### config.mk
export PLATFORM = sky130hd
export DESIGN_NAME = plwg_fifo
export DESIGN_NICKNAME = d
export VERILOG_FILES = /design/src/sv/plwg_fifo.sv
export SDC_FILE = /design/constraint.sdc
export NUM_CORES = 1
export LEC_CHECK = 0
export ABC_CLOCK_PERIOD_IN_PS = 2300
export BUFFER_PORTS_ARGS = -buffer_cell sky130_fd_sc_hd__buf_2
export CAP_MARGIN = 20
export CORE_MARGIN = 8
export CORE_UTILIZATION = 46
export DETAILED_ROUTE_END_ITERATION = 10
export GPL_ROUTABILITY_DRIVEN = 0
export PLACE_DENSITY = 0.8
export REMOVE_ABC_BUFFERS = 1
export SYNTH_ARGS = -nofsm -noshare
export SYNTH_HDL_FRONTEND = slang
export SYNTH_SLANG_ARGS = --single-unit
### constraint.sdc
create_clock -name clk -period 2.3 [get_ports clk]
set_input_delay 0.46 -clock clk [delete_from_list [all_inputs] [get_ports clk]]
set_output_delay 0.46 -clock clk [all_outputs]
set_load 0.02 [all_outputs]
### src/sv/plwg_fifo.sv
// Small register queue used between the stages and on the result side.
`timescale 1ns / 1ps

module plwg_fifo #(
	parameter int WIDTH = 8,
	parameter int DEPTH = 2
) (
	input  logic             clk,
	input  logic             arst_n,
	input  logic             push,
	input  logic [WIDTH-1:0] din,
	output logic             full,
	input  logic             pop,
	output logic [WIDTH-1:0] dout,
	output logic             empty
);
	localparam int AW = (DEPTH > 1) ? $clog2(DEPTH) : 1;

	logic [WIDTH-1:0] mem_q [DEPTH];
	logic [AW-1:0]    wr_ptr_q, rd_ptr_q;
	logic [AW:0]      count_q;
	logic             do_push, do_pop;

	assign full    = (count_q == (AW+1)'(DEPTH));
	assign empty   = (count_q == '0);
	assign do_push = push && !full;
	assign do_pop  = pop && !empty;
	assign dout    = mem_q[rd_ptr_q];

	always_ff @(posedge clk or negedge arst_n) begin
		if (!arst_n) begin
			wr_ptr_q <= '0;
			rd_ptr_q <= '0;
			count_q  <= '0;
		end else begin
			if (do_push)
				wr_ptr_q <= (wr_ptr_q == AW'(DEPTH-1)) ? '0 : wr_ptr_q + 1'b1;
			if (do_pop)
				rd_ptr_q <= (rd_ptr_q == AW'(DEPTH-1)) ? '0 : rd_ptr_q + 1'b1;
			if (do_push && !do_pop)
				count_q <= count_q + 1'b1;
			else if (do_pop && !do_push)
				count_q <= count_q - 1'b1;
		end
	end

	always_ff @(posedge clk) begin
		if (do_push)
			mem_q[wr_ptr_q] <= din;
	end

endmodule

======== Word level (Yosys, flattened, before mapping) ========
Memories as Yosys holds them, arrays and structs flattened.
Cells that the tools add are included.
operators by class
  add/subtract/negate cells ............... 4
  equal/unequal tests ..................... 1
  muxes and demuxes ....................... 6
  reductions and logical operators ........ 10
operators by type and width
  kind                                               number
  logical AND 1 bit                                  4
  zero test 1 bit                                    4
  two-way mux 1 bit                                  4
  two-way mux 2 bit                                  2
  adder 1 bit (second input constant)                2
  adder 2 x 1 -> 2 bit (second input constant)       1
  == test 2 bit (second input constant)              1
  zero test 2 bit                                    1
  nonzero test 2 bit                                 1
  subtractor 2 x 1 -> 2 bit (second input constant)  1
storage, ports and cells
  flip-flop bits (word level) ............. 4
  RAM bits ................................ 16
  input port bits ......................... 12
  memories kept ........................... 1
memories
  name   depth  width  rd ports  clocked after Yosys merged registers in  write ports  line  text
  mem_q  2      8      1         0                                        1            19    logic [WIDTH-1:0] mem_q [DEPTH];

======== Logic depth before layout (Yosys ltp) ========
  depth in word-level cells ............... 7
  depth in mapped cells ................... 7
  gate-level depth less buffers ........... 7

======== Worst setup path before layout ========
Ideal clock, no wire load.
  kind .................................... flip-flop to flip-flop
  start point ............................. register count_q[0]
  end point ............................... memory mem_q[0][0], enable pin
  setup time .............................. 370 ps
  data arrival time ....................... 1,022 ps
  data required time ...................... 1,930 ps
  setup slack ............................. 908 ps
  stages on the path, launching flop included .. 4
  path buffers ............................ 0
  cells stage by stage .................... dfrtp_1 nand2b_1 nand2_2 nor2_1
on the way
  word-level cells in the longest chain between the ends .. 5
RTL lines
  element                                  line  text
  from (decl)                              21    logic [AW:0] count_q;
  from (signal assigned)                   41    count_q <= count_q + 1'b1;
  from (signal assigned)                   43    count_q <= count_q - 1'b1;
  == test 2 bit                            24    assign full = (count_q == (AW+1)'(DEPTH));
  zero test 1 bit                          26    assign do_push = push && !full;
  logical AND 1 bit                        26
  two-way mux 1 bit                        48    if (do_push)
  two-way mux 1 bit (not written as such)  49    mem_q[wr_ptr_q] <= din;
  to (decl)                                19
Every way passes these cells.

======== Worst setup path after layout ========
  start point ............................. register rd_ptr_q
  end point ............................... output dout[7]
on the way
  word-level cells in the longest chain between the ends .. 1
RTL lines
  element                 line  text
  from (decl)             20    logic [AW-1:0] wr_ptr_q, rd_ptr_q;
  from (signal assigned)  39    rd_ptr_q <= (rd_ptr_q == AW'(DEPTH-1)) ? '0 : rd_ptr_q + 1'b1;
  memory (2 x 8 bit)      -
  to (decl)               14    output logic [WIDTH-1:0] dout,
Every way passes these cells.

==> out/metrics.cfg <==
[floorplan]
rows = 15
die_y_um = 57.2
io_pins = 22
coreArea_sq_um = 1670
die_w_um = 57.2
die_area_sq_um = 3280
start_util = 0.468

[worst_setup_path]
crit_slowest_cell = dfrtp_1
critPathArrivalTime_ns = 1.41
cp_max_fo = 9
cp_cell_sequence = mux2_2 > buf_2
cp-end-kind = output pin
start_kind = register
critPathKind = reg -> out
required_ns = 1.84
cpPeakStageDelay_ns = 0.58

[timing]
finalCritPeriodShare = 0.813
fin_tns_setup_ns = 0
report.final.hold_viol_count = 0
whs_ns = 0.350
period_needed_ns = 1.87
slew_headroom = 0.543
rsz0062_at_grt = false
fin_worst_skew_ns = 0.00199
drv_slew = 0
max_freq_mhz = 535
finalSetupViolations = 0
worstMarginPinSlew_ns = 0.682

[synthesis]
synthTopCellsByCount = edfxtp_1, mux2_1, dfrtp_1
synthCells = 44
synth-async-reset-ratio = 0.200
netlist_area_sq_um = 782
synthFlopType = edfxtp_1
ys_seq_elements = 20
avgSynthCellArea_sq_um = 17.8
ys_top_cells_by_area = edfxtp_1, dfrtp_1, mux2_1
yosysMostFrequentCell = edfxtp_1
synth_cell_types = 15
yosysTopAreaCellShare = 0.614
ys_seq_area_frac = 0.742
synth-edff-count = 16
synth_top_area_cell = edfxtp_1
yosys_warnings = 0

[final_layout]
area_growth_pct = 23.5
fillers = 134
fin_nets = 83
antenna_cells = 0
final_cells = 86
layout-drive-gt1-share = 0.420
finalInstanceArea_sq_um = 966

[detailed_routing]
ant_nets = 0
vias_per_cell = 4.77
vias = 410
drtIter0Drc = 5
drc = 0
drt_first_pass_iters = 3
wire_per_inst_um = 14.7
wirelength_um = 1270

[cts]
cts_resized = 0
cts.htree.levels = 1
clk_pin_slew_ns = 0.11
cts_buffers = 3
holdBufCountCts = 1
clock-root-buffer = clkbuf_4
cts_tree = yes
postCtsSetupBuffers = 0
clock_latency_ns = 0.29
cts_max_path_buffers = 2
cts.sinks = 20

[global_routing]
busiest_layer = met2
met3_usage = 0.0493
grt_util_met1 = 0.0809
first_global_vias = 443
overflow = 0
met2_usage = 0.130
antenna_found_initial = 0
grt_max_degree = 13
grt_pass1_wl_um = 1980
grt.total_usage = 0.0815

[power]
p_sw_mw = 0.422
p_int_mw = 0.870
finalPower_mw = 1.29
pwr-share-comb = 0.333
power_leakage_nw = 0.406
netSwitchingFraction = 0.327
p_per_area_nw_per_um2 = 1340
peakVddDrop_uv = 684
seqPwrFrac = 0.453
clockPowerShare = 0.214

[placement]
dp.cells = 81
place_hpwl_um = 983
io_buffers = 21
dpl-instance-area_sq_um = 903

[outcome]
status = completed

[worst_hold_path]
hold_class = in -> reg

[flow_run]
max_cap_viol_count = 0

## worst paths after layout
check / cells past startpoint / startpoint / endpoint / slack (ns)
worst max-delay path: 2 / rd_ptr_q$_DFFE_PN0P_ / dout[7] / 0.43
worst min-delay path: 1 / din[7] / mem_q[1][7]$_DFFE_PP_ / 0.35
worst max register to register: 3 / count_q[0]$_DFFE_PN0P_ / mem_q[0][4]$_DFFE_PP_ / 0.69
worst min register to register: 1 / wr_ptr_q$_DFFE_PN0N_ / wr_ptr_q$_DFFE_PN0N_ / 0.53
max in group asynchronous: 2 / arst_n / wr_ptr_q$_DFFE_PN0N_ / 1.70
min in group asynchronous: 2 / arst_n / rd_ptr_q$_DFFE_PN0P_ / 0.48
## per-layer routing
layer | up-vias | part of all wire
li1 | 210 | -
met1 | 186 | 0.42
met2 | 14 | 0.50
met3 | 0 | 0.080
met4 | 0 | 0
met5 | - | 0
## cell usage in the layout, fill, tap and decap left out
cell type and instances:
mux2_2 2, dlygate4sd3_1 1, mux2_1 6, nand2b_1 1, edfxtp_1 16, clkbuf_4 3, xnor2_2 1, ha_1 1
o21ai_1 1, and3_1 1, inv_1 2, dfrtp_1 4, buf_2 21, xnor2_1 2, bufinv_16 1, nand2_2 1
nor2_1 3, xor2_1 2
## power groups by stage
stage | logic, mW | registers [mW] | clock network [mW]
2_1_floorplan | 0.320 | 0.573 | 0
3_3_place_gp | 0.432 | 0.587 | 0
3_5_place_dp | 0.437 | 0.596 | 0
4_1_cts | 0.439 | 0.590 | 0.282
5_1_grt | 0.461 | 0.598 | 0.300
6_report | 0.430 | 0.586 | 0.277
## through the flow
| stage | setup slack (ns) | utilization |
|---|---|---|
| finish | 0.430 | 0.578 |
| detailed placement | 0.679 | 0.541 |
| CTS | 0.396 | 0.578 |
| global placement | 0.752 | 0.541 |
| global route | 0.346 | 0.578 |
| floorplan | 0.908 | - |
## critical path: cells and delay by family (launching register included)
family   cells  cell delay [ns]
mux          1             0.38
buf+inv      1             0.16
flops        1             0.58
## kinds of logic after synthesis
kind of cell,Yosys count,synth area share
flip-flops,20,0.742
multiplexers,8,0.115
AND/OR/NAND/NOR,6,0.0384
XOR/XNOR,5,0.0656
buffers and inverters,3,0.0160
AO/OA/AOI/OAI,1,0.00639
adder cells (fa/ha/maj),1,0.0160
## final cells by class
type                    instances  area, sq um  area share
flip-flops and latches         20          581       0.601
multi-input cells              21          189       0.196
repair buffers                 22          115       0.119
clock inverters                 1         30.0      0.0311
clock buffers                   3         22.5      0.0233
well taps                      17         21.3      0.0220
inverters                       2         7.51     0.00777
## registers in the layout (all words and copies together) (netlist names)
signal / flops
count_q: 2
mem_q: 16
rd_ptr_q: 1
wr_ptr_q: 1
(Power assumes the default switching activity.)
