### src/sv/plwg_pkg.sv
// Shared types, constants and tables of the polar line waypoint generator.
`timescale 1ns / 1ps

package plwg_pkg;

	// configuration port
	localparam int CFG_IDX_W  = 3;
	localparam int CFG_DATA_W = 16;

	localparam logic [CFG_IDX_W-1:0] REG_PIVOT_X     = 3'd0;
	localparam logic [CFG_IDX_W-1:0] REG_PIVOT_Y     = 3'd1;
	localparam logic [CFG_IDX_W-1:0] REG_MIN_REACH   = 3'd2;
	localparam logic [CFG_IDX_W-1:0] REG_MAX_REACH   = 3'd3;
	localparam logic [CFG_IDX_W-1:0] REG_ANGLE_SHIFT = 3'd4;
	localparam logic [CFG_IDX_W-1:0] REG_STEPS_Q8    = 3'd5;
	localparam logic [CFG_IDX_W-1:0] REG_SEG_LEN     = 3'd6;

	// waypoint count, wide enough for the largest cap
	localparam int WP_W = 7;

	// shared serial divider
	localparam int DIV_W = 21;
	localparam int DVS_W = 8;

	// CORDIC datapath
	localparam int CW       = 26;
	localparam int ACC_W    = 32;
	localparam int ATAN_LEN = 24;
	localparam logic signed [ACC_W-1:0] ACC_90 = 32'sd377487360;
	localparam logic [16:0] GAIN_Q16 = 17'd39797;

	// servo mapping: pulse = 500 + a * 25 / 216, a clamped to 0..17280
	// 25 / 216 in Q20, rounded up; exact after truncation over that range
	localparam logic [14:0] SERVO_SPAN  = 15'd17280;
	localparam logic [11:0] PULSE_MIN   = 12'd500;
	localparam logic [16:0] SERVO_RECIP = 17'd121363;

	typedef struct packed {
		logic [11:0]        pivot_x;
		logic [11:0]        pivot_y;
		logic [11:0]        min_reach;
		logic [12:0]        max_reach;
		logic signed [14:0] angle_shift;
		logic [15:0]        steps_q8;
		logic [11:0]        seg_len;
	} cfg_t;

	typedef struct packed {
		logic signed [12:0] px;
		logic signed [12:0] py;
		logic signed [13:0] dx;
		logic signed [13:0] dy;
		logic [WP_W-1:0]    n;
	} move_t;

	typedef struct packed {
		logic [11:0]        servo_pulse_us;
		logic [14:0]        stepper_target;
		logic signed [15:0] step_delta;
		logic [3:0]         coil_pattern;
		logic               last_waypoint;
	} result_t;

	// arctangent of 2^-k in degree * 2^22
	function automatic logic signed [ACC_W-1:0] atan_entry(input logic [4:0] k);
		logic signed [ACC_W-1:0] v;
		case (k)
			5'd0:    v = 32'sd188743680;
			5'd1:    v = 32'sd111421900;
			5'd2:    v = 32'sd58872272;
			5'd3:    v = 32'sd29884485;
			5'd4:    v = 32'sd15000234;
			5'd5:    v = 32'sd7507429;
			5'd6:    v = 32'sd3754631;
			5'd7:    v = 32'sd1877430;
			5'd8:    v = 32'sd938729;
			5'd9:    v = 32'sd469366;
			5'd10:   v = 32'sd234683;
			5'd11:   v = 32'sd117342;
			5'd12:   v = 32'sd58671;
			5'd13:   v = 32'sd29335;
			5'd14:   v = 32'sd14668;
			5'd15:   v = 32'sd7334;
			5'd16:   v = 32'sd3667;
			5'd17:   v = 32'sd1833;
			5'd18:   v = 32'sd917;
			5'd19:   v = 32'sd458;
			5'd20:   v = 32'sd229;
			5'd21:   v = 32'sd115;
			5'd22:   v = 32'sd57;
			5'd23:   v = 32'sd29;
			default: v = '0;
		endcase
		return v;
	endfunction

	// full-step coil drive for each phase
	function automatic logic [3:0] coil_of(input logic [1:0] phase);
		logic [3:0] c;
		case (phase)
			2'd0:    c = 4'h3;
			2'd1:    c = 4'h6;
			2'd2:    c = 4'hC;
			2'd3:    c = 4'h9;
			default: c = 4'h3;
		endcase
		return c;
	endfunction

endpackage

### src/sv/plwg_front.sv
// Front end: accepts targets, measures the move and sets its waypoint count.
`timescale 1ns / 1ps

module plwg_front #(
	parameter int MAX_WAYPOINTS = 64
) (
	input  logic                clk,
	input  logic                arst_n,
	input  logic                push,
	output logic                full,
	input  logic signed [12:0]  target_x,
	input  logic signed [12:0]  target_y,
	input  plwg_pkg::cfg_t      cfg,
	output logic                mv_push,
	input  logic                mv_full,
	output plwg_pkg::move_t     mv
);
	import plwg_pkg::*;

	localparam logic [2:0] F_IDLE  = 3'd0;
	localparam logic [2:0] F_SQX   = 3'd1;
	localparam logic [2:0] F_SQY   = 3'd2;
	localparam logic [2:0] F_ROOT  = 3'd3;
	localparam logic [2:0] F_COUNT = 3'd4;
	localparam logic [2:0] F_PUSH  = 3'd5;

	logic [2:0]         state_q;
	logic signed [12:0] pos_x_q, pos_y_q, px_q, py_q;
	logic signed [13:0] dx_q, dy_q;
	logic [27:0]        d2_q, rem_q, root_q, bit_q;
	logic [3:0]         cnt_q;
	logic [13:0]        len_q;
	logic [18:0]        acc_q;
	logic [WP_W-1:0]    k_q;

	logic               take;
	logic [13:0]        dx_new, dy_new;
	logic signed [27:0] sqx, sqy;
	logic [27:0]        trial, rem_n, root_n;
	logic               ge;
	logic [11:0]        seg_eff;
	logic               count_done;

	assign take   = push && !full;
	assign dx_new = {target_x[12], target_x} - {pos_x_q[12], pos_x_q};
	assign dy_new = {target_y[12], target_y} - {pos_y_q[12], pos_y_q};
	assign sqx    = dx_q * dx_q;
	assign sqy    = dy_q * dy_q;

	// one result bit of the integer square root per cycle
	assign trial  = root_q + bit_q;
	assign ge     = (rem_q >= trial);
	assign rem_n  = ge ? rem_q - trial : rem_q;
	assign root_n = ge ? (root_q >> 1) + bit_q : (root_q >> 1);

	assign seg_eff    = (cfg.seg_len == '0) ? 12'd1 : cfg.seg_len;
	assign count_done = (acc_q >= {5'b0, len_q}) || (k_q == WP_W'(MAX_WAYPOINTS));

	always_ff @(posedge clk or negedge arst_n) begin
		if (!arst_n) begin
			state_q <= F_IDLE;
			pos_x_q <= -13'sd160;
			pos_y_q <= -13'sd1216;
			cnt_q   <= '0;
			k_q     <= '0;
		end else begin
			case (state_q)
				F_IDLE: begin
					if (take) begin
						pos_x_q <= target_x;
						pos_y_q <= target_y;
						if (dx_new != '0 || dy_new != '0)
							state_q <= F_SQX;
					end
				end
				F_SQX: state_q <= F_SQY;
				F_SQY: begin
					cnt_q   <= 4'd13;
					state_q <= F_ROOT;
				end
				F_ROOT: begin
					cnt_q <= cnt_q - 1'b1;
					if (cnt_q == '0) begin
						k_q     <= WP_W'(1);
						state_q <= F_COUNT;
					end
				end
				F_COUNT: begin
					if (count_done)
						state_q <= F_PUSH;
					else
						k_q <= k_q + 1'b1;
				end
				F_PUSH: begin
					if (!mv_full)
						state_q <= F_IDLE;
				end
				default: state_q <= F_IDLE;
			endcase
		end
	end

	always_ff @(posedge clk) begin
		case (state_q)
			F_IDLE: begin
				px_q <= pos_x_q;
				py_q <= pos_y_q;
				dx_q <= dx_new;
				dy_q <= dy_new;
			end
			F_SQX: d2_q <= sqx;
			F_SQY: begin
				rem_q  <= d2_q + sqy;
				root_q <= '0;
				bit_q  <= 28'h400_0000;
			end
			F_ROOT: begin
				rem_q  <= rem_n;
				root_q <= root_n;
				bit_q  <= bit_q >> 2;
				if (cnt_q == '0) begin
					// round the length up where the root is not exact
					len_q <= root_n[13:0] + {13'b0, (rem_n != '0)};
					acc_q <= {7'b0, seg_eff};
				end
			end
			F_COUNT: acc_q <= acc_q + {7'b0, seg_eff};
			default: ;
		endcase
	end

	assign full       = (state_q != F_IDLE);
	assign mv_push    = (state_q == F_PUSH);
	assign mv.px      = px_q;
	assign mv.py      = py_q;
	assign mv.dx      = dx_q;
	assign mv.dy      = dy_q;
	assign mv.n       = k_q;

endmodule

### config.mk
export PLATFORM = sky130hd
export DESIGN_NAME = plwg_front
export DESIGN_NICKNAME = d
export VERILOG_FILES = /design/src/sv/plwg_pkg.sv /design/src/sv/plwg_front.sv
export SDC_FILE = /design/constraint.sdc
export NUM_CORES = 2
export LEC_CHECK = 0
export BUFFER_PORTS_ARGS = -buffer_cell sky130_fd_sc_hd__buf_2
export CAP_MARGIN = 10
export CORE_MARGIN = 2
export CORE_UTILIZATION = 40
export CTS_BUF_LIST = sky130_fd_sc_hd__clkbuf_4
export CTS_CLUSTER_DIAMETER = 150
export DETAILED_ROUTE_END_ITERATION = 10
export GPL_ROUTABILITY_DRIVEN = 0
export PLACE_DENSITY = 0.56
export RECOVER_POWER = 100
export SETUP_SLACK_MARGIN = 0.05
export SLEW_MARGIN = 15
export SYNTH_ARGS = -nofsm -noshare
export SYNTH_HDL_FRONTEND = slang
export SYNTH_SLANG_ARGS = --single-unit
### constraint.sdc
create_clock -name clk -period 9.1 [get_ports clk]
set_input_delay 1.82 -clock clk [delete_from_list [all_inputs] [get_ports clk]]
set_output_delay 1.82 -clock clk [all_outputs]
set_load 0.05 [all_outputs]
* Word-level counts from Yosys, hierarchy flattened *
Cells that the tools add are included.

word-level totals
  bits in registers = 239
  bits in latches = 0
  memory bits (writable) = 0
  memory bits (read-only) = 0
  input port bits = 122
  output and inout port bits = 63
  word-level logic and storage cells = 77
  memories = 0

cells by class
  add/subtract/negate cells = 10
  multipliers = 2
  divide/modulo/power cells = 0
  $lt $le $gt $ge = 2
  equality and inequality tests = 12
  shift operators = 0
  muxes and demuxes = 18
  bitwise logic cells = 0
  reduce and logical (&&, ||, !) cells = 18

operator list
  cell                                                           count
  28-bit case mux with 2 select lines                            3
  28-bit adder                                                   2
  14-bit by 14-bit multiplier with 28-bit output                 2
  28-bit two-way mux                                             2
  19-bit case mux with 2 select lines                            1
  27-bit by 28-bit adder with 28-bit output                      1
  28-bit >= comparator                                           1
  14-bit nonzero test                                            2
  28-bit nonzero test                                            1
  13-bit by 13-bit subtractor with 14-bit output                 2
  28-bit subtractor                                              1
  19-bit by 12-bit adder with 19-bit output                      1
  19-bit by 14-bit >= comparator with 1-bit output               1
  19-bit two-way mux                                             1
  3-bit case mux with 6 select lines                             1
  3-bit two-way mux                                              5
  14-bit by 1-bit adder with 14-bit output                       1
  7-bit two-way mux                                              2
  7-bit case mux with 2 select lines                             1
  12-bit zero test                                               1
  12-bit two-way mux                                             1
  2-bit inequality test, second input constant                   6
  4-bit case mux with 2 select lines                             1
  7-bit by 1-bit adder with 7-bit output, second input constant  1
  15 further kinds                                               21

* Logic depth before layout (Yosys ltp) *
  word-level depth = 6
  gate-level depth with buffers = 33
  mapped depth without buffers = 31

* Worst setup path before layout *
OpenSTA, ideal clock, no wires.

  path kind = register to register
  from = register dy_q[13]
  to = register rem_q[24] (data pin)
  library setup time = 0.270 ns
  arrival = 6.907 ns
  required time = 8.830 ns
  setup slack = 1.923 ns
  cell stages (with the launch flop) = 23
  path through = edfxtp_1 -> clkbuf_1 -> clkbuf_1 -> nand2_1 -> inv_1 -> fa_1 -> fa_1 -> fa_1 -> fa_1 -> fa_1 -> inv_1 -> fa_1 -> inv_1 -> ha_1 -> a21o_1 -> a21o_1 -> or3_1 -> o211ai_1 -> a31oi_1 -> o21a_1 -> or3_1 -> a21oi_1 -> a21oi_1

on the way
  longest elaborated chain between the ends = 3

ends and longest elaborated chain
  element                                         RTL line           source
  start, declared                                 plwg_front.sv:29   logic signed [13:0] dx_q, dy_q;
  start signal, assigned                          plwg_front.sv:109  dy_q <= dy_new;
  14-bit by 14-bit multiplier with 28-bit output  plwg_front.sv:48   assign sqy = dy_q * dy_q;
  28-bit adder                                    plwg_front.sv:113  rem_q <= d2_q + sqy;
  28-bit case mux with 2 select lines             plwg_front.sv:104  case (state_q)
  end signal, assigned                            plwg_front.sv:113
  end signal, assigned                            plwg_front.sv:118  rem_q <= rem_n;
  end, declared                                   plwg_front.sv:30   logic [27:0] d2_q, rem_q, root_q, bit_q;

Every way passes these cells.
A chain may end at the register's enable or synchronous reset.

* Worst setup path in the final report *
  from = register root_q[2]
  to = register len_q[9] (data pin)

on the way
  longest elaborated chain between the ends = 5

ends and longest elaborated chain
  element                                                    RTL line                            source
  start, declared                                            plwg_front.sv:30
  start signal, assigned                                     plwg_front.sv:119                   root_q <= root_n;
  28-bit adder                                               plwg_front.sv:51                    assign trial = root_q + bit_q;
  28-bit subtractor or 28-bit >= comparator (tied branches)  plwg_front.sv:53, plwg_front.sv:52
  28-bit two-way mux                                         plwg_front.sv:53                    assign rem_n = ge ? rem_q - trial : rem_q;
  28-bit nonzero test                                        plwg_front.sv:123                   len_q <= root_n[13:0] + {13'b0, (rem_n != '0)};
  14-bit by 1-bit adder with 14-bit output (*)               plwg_front.sv:123
  end signal, assigned                                       plwg_front.sv:123
  end, declared                                              plwg_front.sv:32                    logic [13:0] len_q;

Every way passes the cells marked *; elsewhere a longest branch is shown, timed or not.

==> results.sh <==
export IMPL_status="complete, but fails checks"
export IMPL_violations="max-capacitance violations, max-slew violations"
export IMPL_drive_gt1_share_pct=6.21
export IMPL_slowest_stage="a21oi_4"
export IMPL_arrival_ps=8820
export IMPL_fmax_ghz=0.120
export IMPL_track_usage_pct=18.6
export IMPL_startpoint_type="register"
export IMPL_rsz0062_at_grt="no"
export IMPL_cts_tree="yes"
export IMPL_dieArea_um2=74300
export IMPL_cts_resized=0
export IMPL_io_buffers=104
export IMPL_ctsLongestPathBuffers=3
export IMPL_viasPerCell=5.10
export IMPL_vias=20870
export IMPL_dp_hpwl_um=53700
export IMPL_seqCellArea_um2=6540
export IMPL_setup_slack_ps=766
export IMPL_synthesis_area_um2=28800
export IMPL_yosys_area_top_type="fa_1"
export IMPL_fin_nets=3874
export IMPL_finalCriticalPeriod_ps=8330
export IMPL_synth_xor_area_share_pct=5.68
export IMPL_rows=98
export IMPL_cp_max_fo=32
export IMPL_cap_violations=7
export IMPL_yosysMostFrequentCell="inv_1"
export IMPL_nFillCells=6975
export IMPL_ant_nets=0
export IMPL_hold_class="register to register"
export IMPL_root_buffer="clkbuf_4"
export IMPL_synth_mux_area_share_pct=0.651
export IMPL_multi_input_area_um2=19800
export IMPL_critPathRequiredTime_ps=9590
export IMPL_drcViolationCount=0
export IMPL_post_drt_wl_per_cell_um=16.3
export IMPL_worst_pin_slew_ps=3350
export IMPL_syn_nets=3773
export IMPL_ys_seq_area_share_pct=22.7
export IMPL_initial_core_util_pct=40.3
export IMPL_syn_area_per_cell_um2=9.64
export IMPL_htreeDepth=3
export IMPL_synth_cells=2991
export IMPL_clk_pin_slew_ps=60
export IMPL_finalCritPeriodShare_pct=91.6
export IMPL_fin_setup_tns_ps=0
export IMPL_place_area_um2=30300
export IMPL_synth_fa_ha_area_share_pct=38.9
export IMPL_cts_sinks=224
export IMPL_grt_overflow=0
export IMPL_fin_skew_ps=61.6
export IMPL_postCtsSetupRepairBufs=0
export IMPL_die_w_um=273
export IMPL_synthTopCellsByCount="inv_1, fa_1, ha_1"
export IMPL_finalInstanceArea_um2=31100
export IMPL_synth_top_area_share_pct=27.4
export IMPL_core_um2=71500
export IMPL_wirelength_um=66900
export IMPL_antenna_found_initial=1
export IMPL_fin_hold_ws_ps=448
export IMPL_pin_count=185
export IMPL_clk_latency_ps=770
export IMPL_endpoint_kind="register"
export IMPL_synth_edf_count=184
export IMPL_cts_made_buffers=67
export IMPL_ctsHoldBuffers=0
export IMPL_finalHoldViolCount=0
export IMPL_drv_slew=289
export IMPL_ys_warn_count=0
export IMPL_first_pass_iters=5
export IMPL_grt_pass1_vias=22297
export IMPL_synth_compound_area_share_pct=10.5
export IMPL_synth_ff_type="edfxtp_1"
export IMPL_synth_area_top_cells="fa_1, edfxtp_1, ha_1"
export IMPL_synth_top_family_by_area="adder cells"
export IMPL_crit_type="register to register"
export IMPL_ys_seq_elements=224
export IMPL_grt_pass1_wl_um=112000
export IMPL_ys_types=80
export IMPL_die_h_um=273
export IMPL_drt_iter0_markers=1025
export IMPL_synth_simple_area_share_pct=12.7
export IMPL_grt_max_degree=55
export IMPL_finalSetupViolations=0
export IMPL_ys_async_sr_fraction_pct=17.9
export IMPL_relSlewSlack_pct=-123
export IMPL_syn_to_final_growth_pct=7.77
export IMPL_cpPeakStageDelay_ps=720
export IMPL_place_ws_ps=933
[state kept, by name (all words and copies together), names as in the netlist]
name     count
py_q        13
rem_q       28
k_q          7
cnt_q        4
pos_x_q     13
bit_q       14
d2_q        27
pos_y_q     13
len_q       14
acc_q       19
dx_q        14
root_q      28
px_q        13
dy_q        14
state_q      3
[layout make-up]
class                           count  share of cell area (%)
Sequential cell                   224                    21.0
Clock inverter                     17                   0.338
Tap cell                          950                    3.82
Timing Repair Buffer              122                    1.76
Multi-Input combinational cell   2095                    63.6
Inverter                          582                    7.03
Clock buffer                      101                    2.44
Antenna cell                        1                 0.00805
[metal layers]
layer | track usage, % | vias to the layer above | wire length (um)
met2 | 32.5 | 353 | 33500
met1 | 23.7 | 10401 | 29200
met3 | 2.46 | 105 | 2260
met4 | 6.10 | 0 | 2000
met5 | 0 | - | 0
li1 | - | 10011 | -
[per-stage QoR]
step	cells	utilization, %
after floorplan	2991	-
final	4092	43.5
after detailed placement	3972	42.5
after CTS	4090	43.7
after global routing	4092	43.5
after global placement	3972	42.5
[logic make-up after synthesis]
group | count (synthesis)
buf+inv | 672
simple gates | 750
fa+ha+maj | 660
flops | 224
other cells | 1
mux | 18
xor+xnor | 187
compound gates | 479
[worst max-delay path, delay by kind of cell (launching register included)]
kind / cells / cell delay, ps
compound gates: 15 / 4320
xor+xnor: 2 / 360
fa+ha+maj: 3 / 900
buf+inv: 1 / 90
flops: 1 / 450
simple gates: 7 / 1910
[worst paths after layout]
check	slack (ps)	from	cells past startpoint	endpoint
setup / recovery	770	root_q[2]	28	len_q[9]
hold / removal	450	pos_x_q[4]	0	px_q[4]
setup reg to reg	770	root_q[2]	28	len_q[9]
hold reg to reg	450	pos_x_q[4]	0	px_q[4]
max in group asynchronous	6030	arst_n	1	cnt_q[0]
min in group asynchronous	1730	arst_n	1	pos_y_q[7]
[cell usage in the layout (no fill, tap or decap), types with 36 or more instances in the layout]
master,netlist,routed
buf_2,9,36
ha_1,265,265
nor2_1,153,153
and2_1,99,88
inv_1,580,579
a21oi_1,123,122
nand3_1,38,38
o21ai_0,127,127
a21o_1,40,40
clkbuf_1,77,74
fa_1,395,395
xor2_1,71,71
xnor2_1,116,116
clkbuf_4,0,101
nand2_1,251,251
edfxtp_1,184,184
Power is left out: the tool's default activity adds up to more than one toggle a clock period on the data nets, which glitch-free logic cannot reach.
