**src/sv/plwg_pkg.sv**
```systemverilog
// Shared types, constants and tables of the polar line waypoint generator.
`timescale 1ns / 1ps

package plwg_pkg;

	// configuration port
	localparam int CFG_IDX_W  = 3;
	localparam int CFG_DATA_W = 16;

	localparam logic [CFG_IDX_W-1:0] REG_PIVOT_X     = 3'd0;
	localparam logic [CFG_IDX_W-1:0] REG_PIVOT_Y     = 3'd1;
	localparam logic [CFG_IDX_W-1:0] REG_MIN_REACH   = 3'd2;
	localparam logic [CFG_IDX_W-1:0] REG_MAX_REACH   = 3'd3;
	localparam logic [CFG_IDX_W-1:0] REG_ANGLE_SHIFT = 3'd4;
	localparam logic [CFG_IDX_W-1:0] REG_STEPS_Q8    = 3'd5;
	localparam logic [CFG_IDX_W-1:0] REG_SEG_LEN     = 3'd6;

	// waypoint count, wide enough for the largest cap
	localparam int WP_W = 7;

	// shared serial divider
	localparam int DIV_W = 21;
	localparam int DVS_W = 8;

	// CORDIC datapath
	localparam int CW       = 26;
	localparam int ACC_W    = 32;
	localparam int ATAN_LEN = 24;
	localparam logic signed [ACC_W-1:0] ACC_90 = 32'sd377487360;
	localparam logic [16:0] GAIN_Q16 = 17'd39797;

	// servo mapping: pulse = 500 + a * 25 / 216, a clamped to 0..17280
	// 25 / 216 in Q20, rounded up; exact after truncation over that range
	localparam logic [14:0] SERVO_SPAN  = 15'd17280;
	localparam logic [11:0] PULSE_MIN   = 12'd500;
	localparam logic [16:0] SERVO_RECIP = 17'd121363;

	typedef struct packed {
		logic [11:0]        pivot_x;
		logic [11:0]        pivot_y;
		logic [11:0]        min_reach;
		logic [12:0]        max_reach;
		logic signed [14:0] angle_shift;
		logic [15:0]        steps_q8;
		logic [11:0]        seg_len;
	} cfg_t;

	typedef struct packed {
		logic signed [12:0] px;
		logic signed [12:0] py;
		logic signed [13:0] dx;
		logic signed [13:0] dy;
		logic [WP_W-1:0]    n;
	} move_t;

	typedef struct packed {
		logic [11:0]        servo_pulse_us;
		logic [14:0]        stepper_target;
		logic signed [15:0] step_delta;
		logic [3:0]         coil_pattern;
		logic               last_waypoint;
	} result_t;

	// arctangent of 2^-k in degree * 2^22
	function automatic logic signed [ACC_W-1:0] atan_entry(input logic [4:0] k);
		logic signed [ACC_W-1:0] v;
		case (k)
			5'd0:    v = 32'sd188743680;
			5'd1:    v = 32'sd111421900;
			5'd2:    v = 32'sd58872272;
			5'd3:    v = 32'sd29884485;
			5'd4:    v = 32'sd15000234;
			5'd5:    v = 32'sd7507429;
			5'd6:    v = 32'sd3754631;
			5'd7:    v = 32'sd1877430;
			5'd8:    v = 32'sd938729;
			5'd9:    v = 32'sd469366;
			5'd10:   v = 32'sd234683;
			5'd11:   v = 32'sd117342;
			5'd12:   v = 32'sd58671;
			5'd13:   v = 32'sd29335;
			5'd14:   v = 32'sd14668;
			5'd15:   v = 32'sd7334;
			5'd16:   v = 32'sd3667;
			5'd17:   v = 32'sd1833;
			5'd18:   v = 32'sd917;
			5'd19:   v = 32'sd458;
			5'd20:   v = 32'sd229;
			5'd21:   v = 32'sd115;
			5'd22:   v = 32'sd57;
			5'd23:   v = 32'sd29;
			default: v = '0;
		endcase
		return v;
	endfunction

	// full-step coil drive for each phase
	function automatic logic [3:0] coil_of(input logic [1:0] phase);
		logic [3:0] c;
		case (phase)
			2'd0:    c = 4'h3;
			2'd1:    c = 4'h6;
			2'd2:    c = 4'hC;
			2'd3:    c = 4'h9;
			default: c = 4'h3;
		endcase
		return c;
	endfunction

endpackage

```
**src/sv/plwg_div.sv**
```systemverilog
// Restoring serial divider, one quotient bit per cycle.
`timescale 1ns / 1ps

module plwg_div (
	input  logic                       clk,
	input  logic                       arst_n,
	input  logic                       start,
	input  logic [plwg_pkg::DIV_W-1:0] dividend,
	input  logic [plwg_pkg::DVS_W-1:0] divisor,
	output logic                       done,
	output logic [plwg_pkg::DIV_W-1:0] quot,
	output logic                       rem_nz
);
	import plwg_pkg::*;

	localparam int CNT_W = $clog2(DIV_W + 1);

	logic [DIV_W-1:0] quo_q;
	logic [DVS_W-1:0] rem_q, dvs_q;
	logic [CNT_W-1:0] cnt_q;
	logic             busy_q, done_q;
	logic [DVS_W:0]   shifted, trial;
	logic             ge;

	assign shifted = {rem_q, quo_q[DIV_W-1]};
	assign ge      = (shifted >= {1'b0, dvs_q});
	assign trial   = shifted - {1'b0, dvs_q};

	always_ff @(posedge clk or negedge arst_n) begin
		if (!arst_n) begin
			busy_q <= 1'b0;
			done_q <= 1'b0;
			cnt_q  <= '0;
		end else begin
			done_q <= 1'b0;
			if (start) begin
				busy_q <= 1'b1;
				cnt_q  <= CNT_W'(DIV_W);
			end else if (busy_q) begin
				cnt_q <= cnt_q - 1'b1;
				if (cnt_q == CNT_W'(1)) begin
					busy_q <= 1'b0;
					done_q <= 1'b1;
				end
			end
		end
	end

	always_ff @(posedge clk) begin
		if (start) begin
			quo_q <= dividend;
			rem_q <= '0;
			dvs_q <= divisor;
		end else if (busy_q) begin
			quo_q <= {quo_q[DIV_W-2:0], ge};
			rem_q <= ge ? trial[DVS_W-1:0] : shifted[DVS_W-1:0];
		end
	end

	assign done   = done_q;
	assign quot   = quo_q;
	assign rem_nz = |rem_q;

endmodule

```
**src/sv/plwg_back.sv**
```systemverilog
// Back end: walks the waypoints of a move through division, CORDIC and drive mapping.
`timescale 1ns / 1ps

module plwg_back #(
	parameter int CORDIC_STEPS = 16
) (
	input  logic              clk,
	input  logic              arst_n,
	input  plwg_pkg::cfg_t    cfg,
	input  logic              mv_empty,
	output logic              mv_pop,
	input  plwg_pkg::move_t   mv,
	input  logic              res_full,
	output logic              res_push,
	output plwg_pkg::result_t res
);
	import plwg_pkg::*;

	localparam logic [3:0] B_IDLE = 4'd0;
	localparam logic [3:0] B_XL   = 4'd1;
	localparam logic [3:0] B_XW   = 4'd2;
	localparam logic [3:0] B_YL   = 4'd3;
	localparam logic [3:0] B_YW   = 4'd4;
	localparam logic [3:0] B_CI   = 4'd5;
	localparam logic [3:0] B_CR   = 4'd6;
	localparam logic [3:0] B_RM   = 4'd7;
	localparam logic [3:0] B_AN   = 4'd8;
	localparam logic [3:0] B_SL   = 4'd9;
	localparam logic [3:0] B_SM   = 4'd11;
	localparam logic [3:0] B_OUT  = 4'd12;

	function automatic logic [15:0] floor_add(input logic [12:0] base, input logic neg,
			input logic [DIV_W-1:0] q, input logic nz);
		logic [15:0] mag;
		logic [15:0] off;
		mag = q[15:0] + {15'b0, (neg & nz)};
		off = neg ? (16'd0 - mag) : mag;
		return {{3{base[12]}}, base} + off;
	endfunction

	logic [3:0]               state_q;
	logic [WP_W-1:0]          i_q;
	logic [4:0]               k_q;
	logic [1:0]               phase_q;
	logic [14:0]              step_pos_q;
	move_t                    mv_q;
	logic [21:0]              numx_q, numy_q;
	logic [15:0]              wx_q, wy_q;
	logic signed [CW-1:0]     x_q, y_q;
	logic signed [ACC_W-1:0]  acc_q;
	logic                     zero_q;
	logic [23:0]              rad_q;
	logic [14:0]              a_q;
	logic [20:0]              ext_q;
	logic [11:0]              servo_q;
	logic [14:0]              tgt_q;

	logic                     div_start, div_done, div_nz;
	logic [DIV_W-1:0]         div_dividend, div_quot;
	logic [DVS_W-1:0]         div_divisor;

	logic [21:0]              two_dx, two_dy;
	logic [15:0]              rx, ry;
	logic signed [CW-1:0]     x0, y0, xs, ys;
	logic signed [42:0]       rprod;
	logic [42:0]              rsum;
	logic [ACC_W-1:0]         angsum;
	logic [16:0]              a17;
	logic [24:0]              e25;
	logic [20:0]              span;
	logic [36:0]              sprod;
	logic [16:0]              t17;
	logic [31:0]              smul;
	logic [15:0]              delta;
	logic [1:0]               phase_n;

	assign two_dx = {{7{mv_q.dx[13]}}, mv_q.dx, 1'b0};
	assign two_dy = {{7{mv_q.dy[13]}}, mv_q.dy, 1'b0};

	// one divider serves both coordinates
	always_comb begin
		div_start    = 1'b0;
		div_dividend = '0;
		div_divisor  = {mv_q.n, 1'b0};
		case (state_q)
			B_XL: begin
				div_start    = 1'b1;
				div_dividend = numx_q[21] ? 21'(22'd0 - numx_q) : numx_q[20:0];
			end
			B_YL: begin
				div_start    = 1'b1;
				div_dividend = numy_q[21] ? 21'(22'd0 - numy_q) : numy_q[20:0];
			end
			default: ;
		endcase
	end

	plwg_div u_div (
		.clk      (clk),
		.arst_n   (arst_n),
		.start    (div_start),
		.dividend (div_dividend),
		.divisor  (div_divisor),
		.done     (div_done),
		.quot     (div_quot),
		.rem_nz   (div_nz)
	);

	// waypoint relative to the pivot, scaled by 256
	assign rx = wx_q + {4'b0, cfg.pivot_x};
	assign ry = wy_q + {4'b0, cfg.pivot_y};
	assign x0 = {{2{rx[15]}}, rx, 8'b0};
	assign y0 = {{2{ry[15]}}, ry, 8'b0};
	assign xs = x_q >>> k_q;
	assign ys = y_q >>> k_q;

	assign rprod  = x_q * $signed({1'b0, GAIN_Q16[15:0]});
	assign rsum   = rprod + 43'sd32768;
	assign angsum = acc_q + 32'sd32768;
	assign a17    = (zero_q ? 17'd0 : {angsum[31], angsum[31:16]})
		+ {{2{cfg.angle_shift[14]}}, cfg.angle_shift};
	assign e25    = {rad_q[23], rad_q} - {5'b0, cfg.min_reach, 8'b0};
	assign span   = (cfg.max_reach > {1'b0, cfg.min_reach})
		? {(cfg.max_reach - {1'b0, cfg.min_reach}), 8'b0} : 21'd0;
	assign sprod  = {16'b0, ext_q} * {21'b0, cfg.steps_q8};
	assign t17    = sprod[36:20];
	assign smul   = {17'b0, a_q} * {15'b0, SERVO_RECIP};
	assign delta  = {1'b0, tgt_q} - {1'b0, step_pos_q};
	assign phase_n = phase_q + delta[1:0];

	assign mv_pop   = (state_q == B_IDLE) && !mv_empty;
	assign res_push = (state_q == B_OUT) && !res_full;

	assign res.servo_pulse_us = servo_q;
	assign res.stepper_target = tgt_q;
	assign res.step_delta     = delta;
	assign res.coil_pattern   = coil_of(phase_n);
	assign res.last_waypoint  = (i_q == mv_q.n);

	always_ff @(posedge clk or negedge arst_n) begin
		if (!arst_n) begin
			state_q    <= B_IDLE;
			i_q        <= '0;
			k_q        <= '0;
			phase_q    <= '0;
			step_pos_q <= '0;
		end else begin
			case (state_q)
				B_IDLE: begin
					if (mv_pop) begin
						i_q     <= WP_W'(1);
						state_q <= B_XL;
					end
				end
				B_XL: state_q <= B_XW;
				B_XW: if (div_done) state_q <= B_YL;
				B_YL: state_q <= B_YW;
				B_YW: if (div_done) state_q <= B_CI;
				B_CI: begin
					k_q     <= '0;
					state_q <= B_CR;
				end
				B_CR: begin
					k_q <= k_q + 1'b1;
					if (k_q == 5'(CORDIC_STEPS - 1))
						state_q <= B_RM;
				end
				B_RM: state_q <= B_AN;
				B_AN: state_q <= B_SL;
				B_SL: state_q <= B_SM;
				B_SM: state_q <= B_OUT;
				B_OUT: begin
					if (res_push) begin
						step_pos_q <= tgt_q;
						phase_q    <= phase_n;
						if (i_q == mv_q.n) begin
							state_q <= B_IDLE;
						end else begin
							i_q     <= i_q + 1'b1;
							state_q <= B_XL;
						end
					end
				end
				default: state_q <= B_IDLE;
			endcase
		end
	end

	always_ff @(posedge clk) begin
		case (state_q)
			B_IDLE: begin
				mv_q   <= mv;
				numx_q <= {{7{mv.dx[13]}}, mv.dx, 1'b0} + {15'b0, mv.n};
				numy_q <= {{7{mv.dy[13]}}, mv.dy, 1'b0} + {15'b0, mv.n};
			end
			B_XW: if (div_done) wx_q <= floor_add(mv_q.px, numx_q[21], div_quot, div_nz);
			B_YW: if (div_done) wy_q <= floor_add(mv_q.py, numy_q[21], div_quot, div_nz);
			B_CI: begin
				zero_q <= (rx == '0) && (ry == '0);
				// turn the left half plane by a quarter turn first
				if (x0 < 0) begin
					if (y0 >= 0) begin
						x_q   <= y0;
						y_q   <= -x0;
						acc_q <= ACC_90;
					end else begin
						x_q   <= -y0;
						y_q   <= x0;
						acc_q <= -ACC_90;
					end
				end else begin
					x_q   <= x0;
					y_q   <= y0;
					acc_q <= '0;
				end
			end
			B_CR: begin
				if (y_q >= 0) begin
					x_q   <= x_q + ys;
					y_q   <= y_q - xs;
					acc_q <= acc_q + atan_entry(k_q);
				end else begin
					x_q   <= x_q - ys;
					y_q   <= y_q + xs;
					acc_q <= acc_q - atan_entry(k_q);
				end
			end
			B_RM: rad_q <= rsum[39:16];
			B_AN: begin
				if (a17[16])
					a_q <= '0;
				else if (a17[15:0] > {1'b0, SERVO_SPAN})
					a_q <= SERVO_SPAN;
				else
					a_q <= a17[14:0];
				if (e25[24])
					ext_q <= '0;
				else if (e25[23:0] > {3'b0, span})
					ext_q <= span;
				else
					ext_q <= e25[20:0];
			end
			B_SL: servo_q <= PULSE_MIN + smul[31:20];
			B_SM: tgt_q <= (t17 > 17'd32767) ? 15'h7FFF : t17[14:0];
			B_OUT: begin
				if (res_push) begin
					numx_q <= numx_q + two_dx;
					numy_q <= numy_q + two_dy;
				end
			end
			default: ;
		endcase
	end

	a_div_done_waited: assert property (@(posedge clk) disable iff (!arst_n)
		div_done |-> (state_q == B_XW || state_q == B_YW))
		else $error("divider finished with no stage waiting for it");

	a_wp_index_range: assert property (@(posedge clk) disable iff (!arst_n)
		(state_q != B_IDLE) |-> (i_q != '0 && i_q <= mv_q.n))
		else $error("waypoint index outside its move");

	a_pulse_range: assert property (@(posedge clk) disable iff (!arst_n)
		res_push |-> (servo_q >= 12'd500 && servo_q <= 12'd2500))
		else $error("servo pulse outside 500..2500 us");

	a_last_ends_move: assert property (@(posedge clk) disable iff (!arst_n)
		(res_push && res.last_waypoint) |=> (state_q == B_IDLE))
		else $error("final waypoint did not close the move");

endmodule

```
**config.mk**
```make
export PLATFORM = sky130hd
export DESIGN_NAME = plwg_back
export DESIGN_NICKNAME = d
export VERILOG_FILES = /design/src/sv/plwg_pkg.sv /design/src/sv/plwg_div.sv /design/src/sv/plwg_back.sv
export SDC_FILE = /design/constraint.sdc
export NUM_CORES = 2
export LEC_CHECK = 0
export BUFFER_PORTS_ARGS = -buffer_cell sky130_fd_sc_hd__buf_2
export CORE_MARGIN = 2
export CORE_UTILIZATION = 46
export DETAILED_ROUTE_END_ITERATION = 10
export SETUP_SLACK_MARGIN = 0.2
export SYNTH_ARGS = -nofsm -noshare
export SYNTH_HDL_FRONTEND = slang
export SYNTH_HIERARCHICAL = 1
export SYNTH_SLANG_ARGS = --single-unit
```
**constraint.sdc**
```tcl
create_clock -name clk -period 20.3 [get_ports clk]
set_input_delay 4.06 -clock clk [delete_from_list [all_inputs] [get_ports clk]]
set_output_delay 4.06 -clock clk [all_outputs]
set_load 0.01 [all_outputs]
```
# Word-level counts from Yosys, hierarchy flattened
# Memories as Yosys holds them, arrays and structs flattened.
# Cells that the tools add are included.
[op_classes]
addsub = 34
n_reduce_logical = 21
n_lt_le_gt_ge = 8
n_eq_ne = 23
mul = 3
n_mux = 54
bitwise = 2
shifts = 2
[op_table]
columns = ["cell", "n"]
rows = [
  ["$mux W32", 7],
  ["$mux W26", 6],
  ["$mux W21", 6],
  ["$pmux W26 S2", 2],
  ["$pmux W22 S2", 2],
  ["$pmux W32 S2", 1],
  ["$add A26 B26 Y26", 2],
  ["$neg A24 Y26", 2],
  ["$sshr A26 B5 Y26", 2],
  ["$sub A26 B26 Y26", 2],
  ["$pmux W4 S12", 1],
  ["$add A22 B22 Y22", 2],
  ["$mux W22", 2],
  ["$pmux W21 S2", 1],
  ["$sub A1 B21 Y21 const A", 2],
  ["$add A40 B17 Y40 const B", 1],
  ["$mul A26 B17 Y40 const B", 1],
  ["$mul A21 B16 Y37", 1],
  ["$add A15 B8 Y16", 2],
  ["$add A16 B1 Y16", 2],
  ["$add A16 B12 Y16", 2],
  ["$add A16 B16 Y16", 2],
  ["$add A32 B17 Y32 const B", 1],
  ["$add A32 B32 Y32", 1],
  ["55 further kinds", 94],
]
[totals]
inputBits = 157
mem_count = 2
elab_cells = 179
reg_bits = 385
output_inout_bits = 50
rom_bits = 1792
[mem_list]
columns = ["name", "depth", "width", "rd", "rd_ports_with_merged_regs", "write_ports", "line_no", "rtl"]
rows = [
  ["(no name shown)", 32, 28, 1, 0, 0, "plwg_pkg.sv:67", "case (k)"],
  ["(no name shown)", 32, 28, 1, 0, 0, "plwg_pkg.sv:67", ""],
]

# Logic depth before layout (Yosys ltp)
[logic_depth]
depth_word = 6
ltp_mapped = 29
depth_no_buf = 25

# Cells and area by module
# Netlist, hierarchy kept.
[modules_own_cells]
columns = ["module", "n_inst", "cells_per_inst", "area_each_um2", "seq_area_each_um2"]
rows = [
  ["plwg_back", 1, 5981, 54765.0, 10074.7],
  ["plwg_div", 1, 185, 2244.7, 1206.2],
]

# Worst setup path before layout
# No wires, ideal clock.
[synth_timing]
path_type = "input to register"
from = "in cfg[13] in the netlist's numbering"
to = "reg tgt_q[12], data pin"
n_path_buf = 3
slack_ps = 9537
stages = 26
setup_time_ps = 274
t_arrival_ps = 10489
t_required_ps = 20026
cell_sequence = "clkbuf_1 > clkbuf_1 > nand2_1 > fa_1 > inv_1 > fa_1 > inv_1 > fa_1 > inv_1 > fa_1 > fa_1 > inv_1 > fa_1 > inv_1 > ha_1 > a211o_1 > a31oi_1 > o21ai_0 > a21oi_1 > o21ai_0 > a21o_1 > a21o_1 > o41ai_1 > mux2i_1 > clkbuf_1 > o21ai_0"
[synth_via]
elab_chain_len = 2
[synth_lines]
columns = ["element", "line_no", "rtl"]
rows = [
  ["start: declaration", "plwg_back.sv:9", "input plwg_pkg::cfg_t cfg,"],
  ["$mul A21 B16 Y37 *", "plwg_back.sv:125", "assign sprod = {16'b0, ext_q} * {21'b0, cfg.steps_q8};"],
  ["$gt A17 B15 Y1", "plwg_back.sv:244", "B_SM: tgt_q <= (t17 > 17'd32767) ? 15'h7FFF : t17[14:0];"],
  ["end signal: assignment", "plwg_back.sv:244", ""],
  ["end: declaration", "plwg_back.sv:56", "logic [14:0] tgt_q;"],
]
# Mark *: on every way between the ends. The rest lies on a longest branch, timed or not.
# A chain may end at the register's enable or synchronous reset.

# Final worst setup path
[layout_timing]
from = "in cfg[13] in the netlist's numbering"
to = "reg tgt_q[7], data pin"
# The elaborated chain is that of the path after synthesis.

==> run_results.csv <==
group,metric,value,unit
synthesis,yosys_most_used_dff,"edfxtp_1",
critical_path,crit_arrival,11.52,ns
sta,fin_worst_skew,0.0621,ns
final_layout,fin_util,49.8,%
sta,post-route-period-util,55.1,%
routing,routed_wl,142000,microns
global_routing,grt_pass1_vias,43800,
sta,period_minus_slack,11.19,ns
place,dp_hpwl,113000,microns
synthesis,synth.most_common_cell,"inv_1",
final_layout,area_growth,7.62,%
global_routing,track_usage,22.7,%
place,gp_congestion,0.890,
sta,drv_slew,0,
synthesis,synth_area_leaders,"fa_1 (19%), edfxtp_1 (18%), ha_1 (15%)",
critical_path,cp.required,20.63,ns
routing,drc,0,
synthesis,async_flop_share,10.4,%
routing,drt_pass1_iterations,6,
clock_network,clockBufferDepth,3,
critical_path,crit_top_cell,"fa_1",
power,power.leakage,28.2,nW
critical_path,cpMaxStageDelayCell,"mux2i_1",
clock_network,cts_made_buffers,49,
final_layout,drive_above_1_share,7.74,%
power,pwr-share-seq,28.9,%
synthesis,synth_cell_types,99,
synthesis,ys_seq_area_share,19.8,%
place,place_inst,7841,
sta,worst_pin_slew,1.29,ns
power,power.net_switching,1.08,mW
clock_network,htree_levels,2,
critical_path,cp-start-kind,"primary input",
critical_path,crit_family,"adder cells",
sta,slew_headroom,13.8,%
power,p_comb_share,39.6,%
run,cap_violations,0,
power,p_per_area,50.0,nW/um^2
sta,hold_slack,0.479,ns
sta,rsz0062_at_grt,"false",
final_layout,diodes,0,
die,ios,207,
synthesis,yosysTopAreaCell,"fa_1",
global_routing,gr-total-overflow,0,
synthesis,synth_edf_count,337,
clock_network,cts.sinks,385,
sta,fmax,0.0894,GHz
sta,setup_viol,0,
die,initial_utilization,46.2,%
final_layout,layout.cells.non_filler,7930,
power,power,3.07,mW
critical_path,cp-end-kind,"register",
clock_network,clockRootBuffer,"clkbuf_16",
outcome,status,"complete, no violations",
critical_path,crit_chain,"buf_2 > nand2_1 > fa_1 > inv_1 > fa_1 > inv_1 > fa_1 > fa_1 > fa_1 > fa_1 > inv_1 > ha_1 > a21o_1 > a21o_1 > a31oi_1 > o21ai_0 > a21oi_1 > o21ai_0 > a21o_1 > a21o_1 > o41ai_1 > mux2i_1 > o21ai_0",
routing,ant_nets,0,
die,std_cell_rows,129,
die,core,123000,sq um
clock_network,cts_hold_buf,0,
power,vdd_drop_max,0.0828,mV
sta,setup_ws,9.11,ns
power,pwr-share-clk,31.4,%
clock_network,cts.repair.resized,0,
synthesis,ys_ff_latch,385,
clock_network,clkSlewWorstSetupHoldPaths,0.06,ns
clock_network,insertion_delay,0.65,ns
min_path,hp-class,"reg2reg",
routing,initialDrtViolationCount,2856,
clock_network,post-cts-setup-buffers,0,
routing,num_vias,43300,
final_layout,fin_area,61400,sq um
synthesis,netlist_top_cells_count,"inv_1 (941), ha_1 (706), nand2_1 (577)",
synthesis,synth_area,57000,sq um
global_routing,grt_pass1_wl,231000,microns
synthesis,synth_warnings,6,
critical_path,crit_type,"in2reg",
final_layout,nNetsFinal,7669,
critical_path,r2r_slack,12.21,ns
place,place_ws,8.37,ns
die,die_w,356,microns
power,power.internal,1.99,mW
sta,setup_tns,0,ns
place,portBuffers,194,
power,p_sw_share,35.1,%
place,dpl-instance-area,59600,sq um
synthesis,synthCells,6166,
die,die_y,356,microns
routing,vias_per_cell,5.46,
critical_path,critPathMaxFanout,20,
synthesis,synth_area_per_cell,9.25,sq um
critical_path,critPathMaxStageDelay,0.88,ns
synthesis,syn_nets,7580,
die,dieArea,127000,sq um
sta,final_hold_viol_count,0,
global_routing,antenna_found_initial,7,
global_routing,grt_max_degree,81,
critical_path,critPathBufInv,4,
synthesis,synth.top_cell.area_share,19.3,%
clock_network,cts_tree,"done",
routing,wl_per_cell,17.9,microns
-- sequential cells by signal, indices dropped and copies added (netlist names), 8 cells and up --
signal / flops
a_q: 15
acc_q: 32
ext_q: 21
mv_q: 54
numx_q: 22
numy_q: 21
rad_q: 24
servo_q: 12
step_pos_q: 15
tgt_q: 15
u_div/dvs_q: 8
u_div/quot: 21
u_div/rem_q: 8
wx_q: 16
wy_q: 16
x_q: 26
y_q: 26
-- worst reg2reg max path: cells and delay by family, from the launching register on --
family / cells / cell delay (ns)
muxes: 1 / 0.88
adders and majority gates: 7 / 3.28
AOI/OAI and AO/OA: 10 / 2.48
buffers and inverters: 3 / 0.15
DFF: 1 / 0.79
and+or+nand+nor: 1 / 0.19
-- power groups by stage --
stage                     clock, mW  combinational, mW  sequential (mW)
after floorplan                   0              0.925            0.903
after global placement            0               1.21            0.903
after detailed placement          0               1.23            0.904
after CTS                     0.990               1.23            0.887
after global routing           1.02               1.43            0.887
final                         0.964               1.22            0.887
-- final timing paths --
kind | from | endpoint | depth (start not counted)
worst max register to register | ext_q[7] | tgt_q[7] | 22
worst min-delay path | div_divisor[4] | u_div/dvs_q[4] | 0
max in group asynchronous | arst_n | k_q[3] | 2
worst max-delay path | cfg[13] | tgt_q[7] | 23
worst min register to register | div_divisor[4] | u_div/dvs_q[4] | 0
min in group asynchronous | arst_n | step_pos_q[0] | 2
-- area by class of cell --
class / count / area [sq um]
clock buffers: 53 / 1250
clock inverters: 36 / 515
multi-input cells: 4641 / 41400
flip-flops and latches: 385 / 11300
well taps: 1637 / 2050
inverters: 942 / 3540
repair buffers: 236 / 1290
fillers: 11700 / 62000
-- kinds of logic after synthesis --
logic type | after synthesis | share of synthesized area [%]
AO/OA/AOI/OAI | 1145 | 12.8
XOR/XNOR | 486 | 7.47
adder cells (fa/ha/maj) | 1257 | 34.8
buffers and inverters | 1140 | 7.66
flip-flops | 385 | 19.8
multiplexers | 153 | 4.19
other | 1 | 0.00658
AND/OR/NAND/NOR | 1599 | 13.2
-- layout by cell type, fill, tap and decap left out, drive strengths merged, types with 48 or more instances in the layout --
cell / instances
nor3: 75
buf: 236
edfxtp: 337
a21oi: 273
o21ai: 319
xnor2: 289
nand2: 578
fa: 551
and3: 57
mux2i: 48
mux4: 61
ha: 706
inv: 943
nor2: 365
a21o: 115
and2: 170
nand3: 95
clkbuf: 53
xor2: 197
-- layer usage --
layer | vias up | wire [microns] | GRT usage, %
li1 | 21100 | - | -
met5 | - | 101 | 0.377
met4 | 8 | 2890 | 5.20
met2 | 1031 | 67100 | 38.3
met1 | 21000 | 64100 | 30.8
met3 | 175 | 8140 | 3.15
No activity file was read; power rests on OpenSTA's default activity.
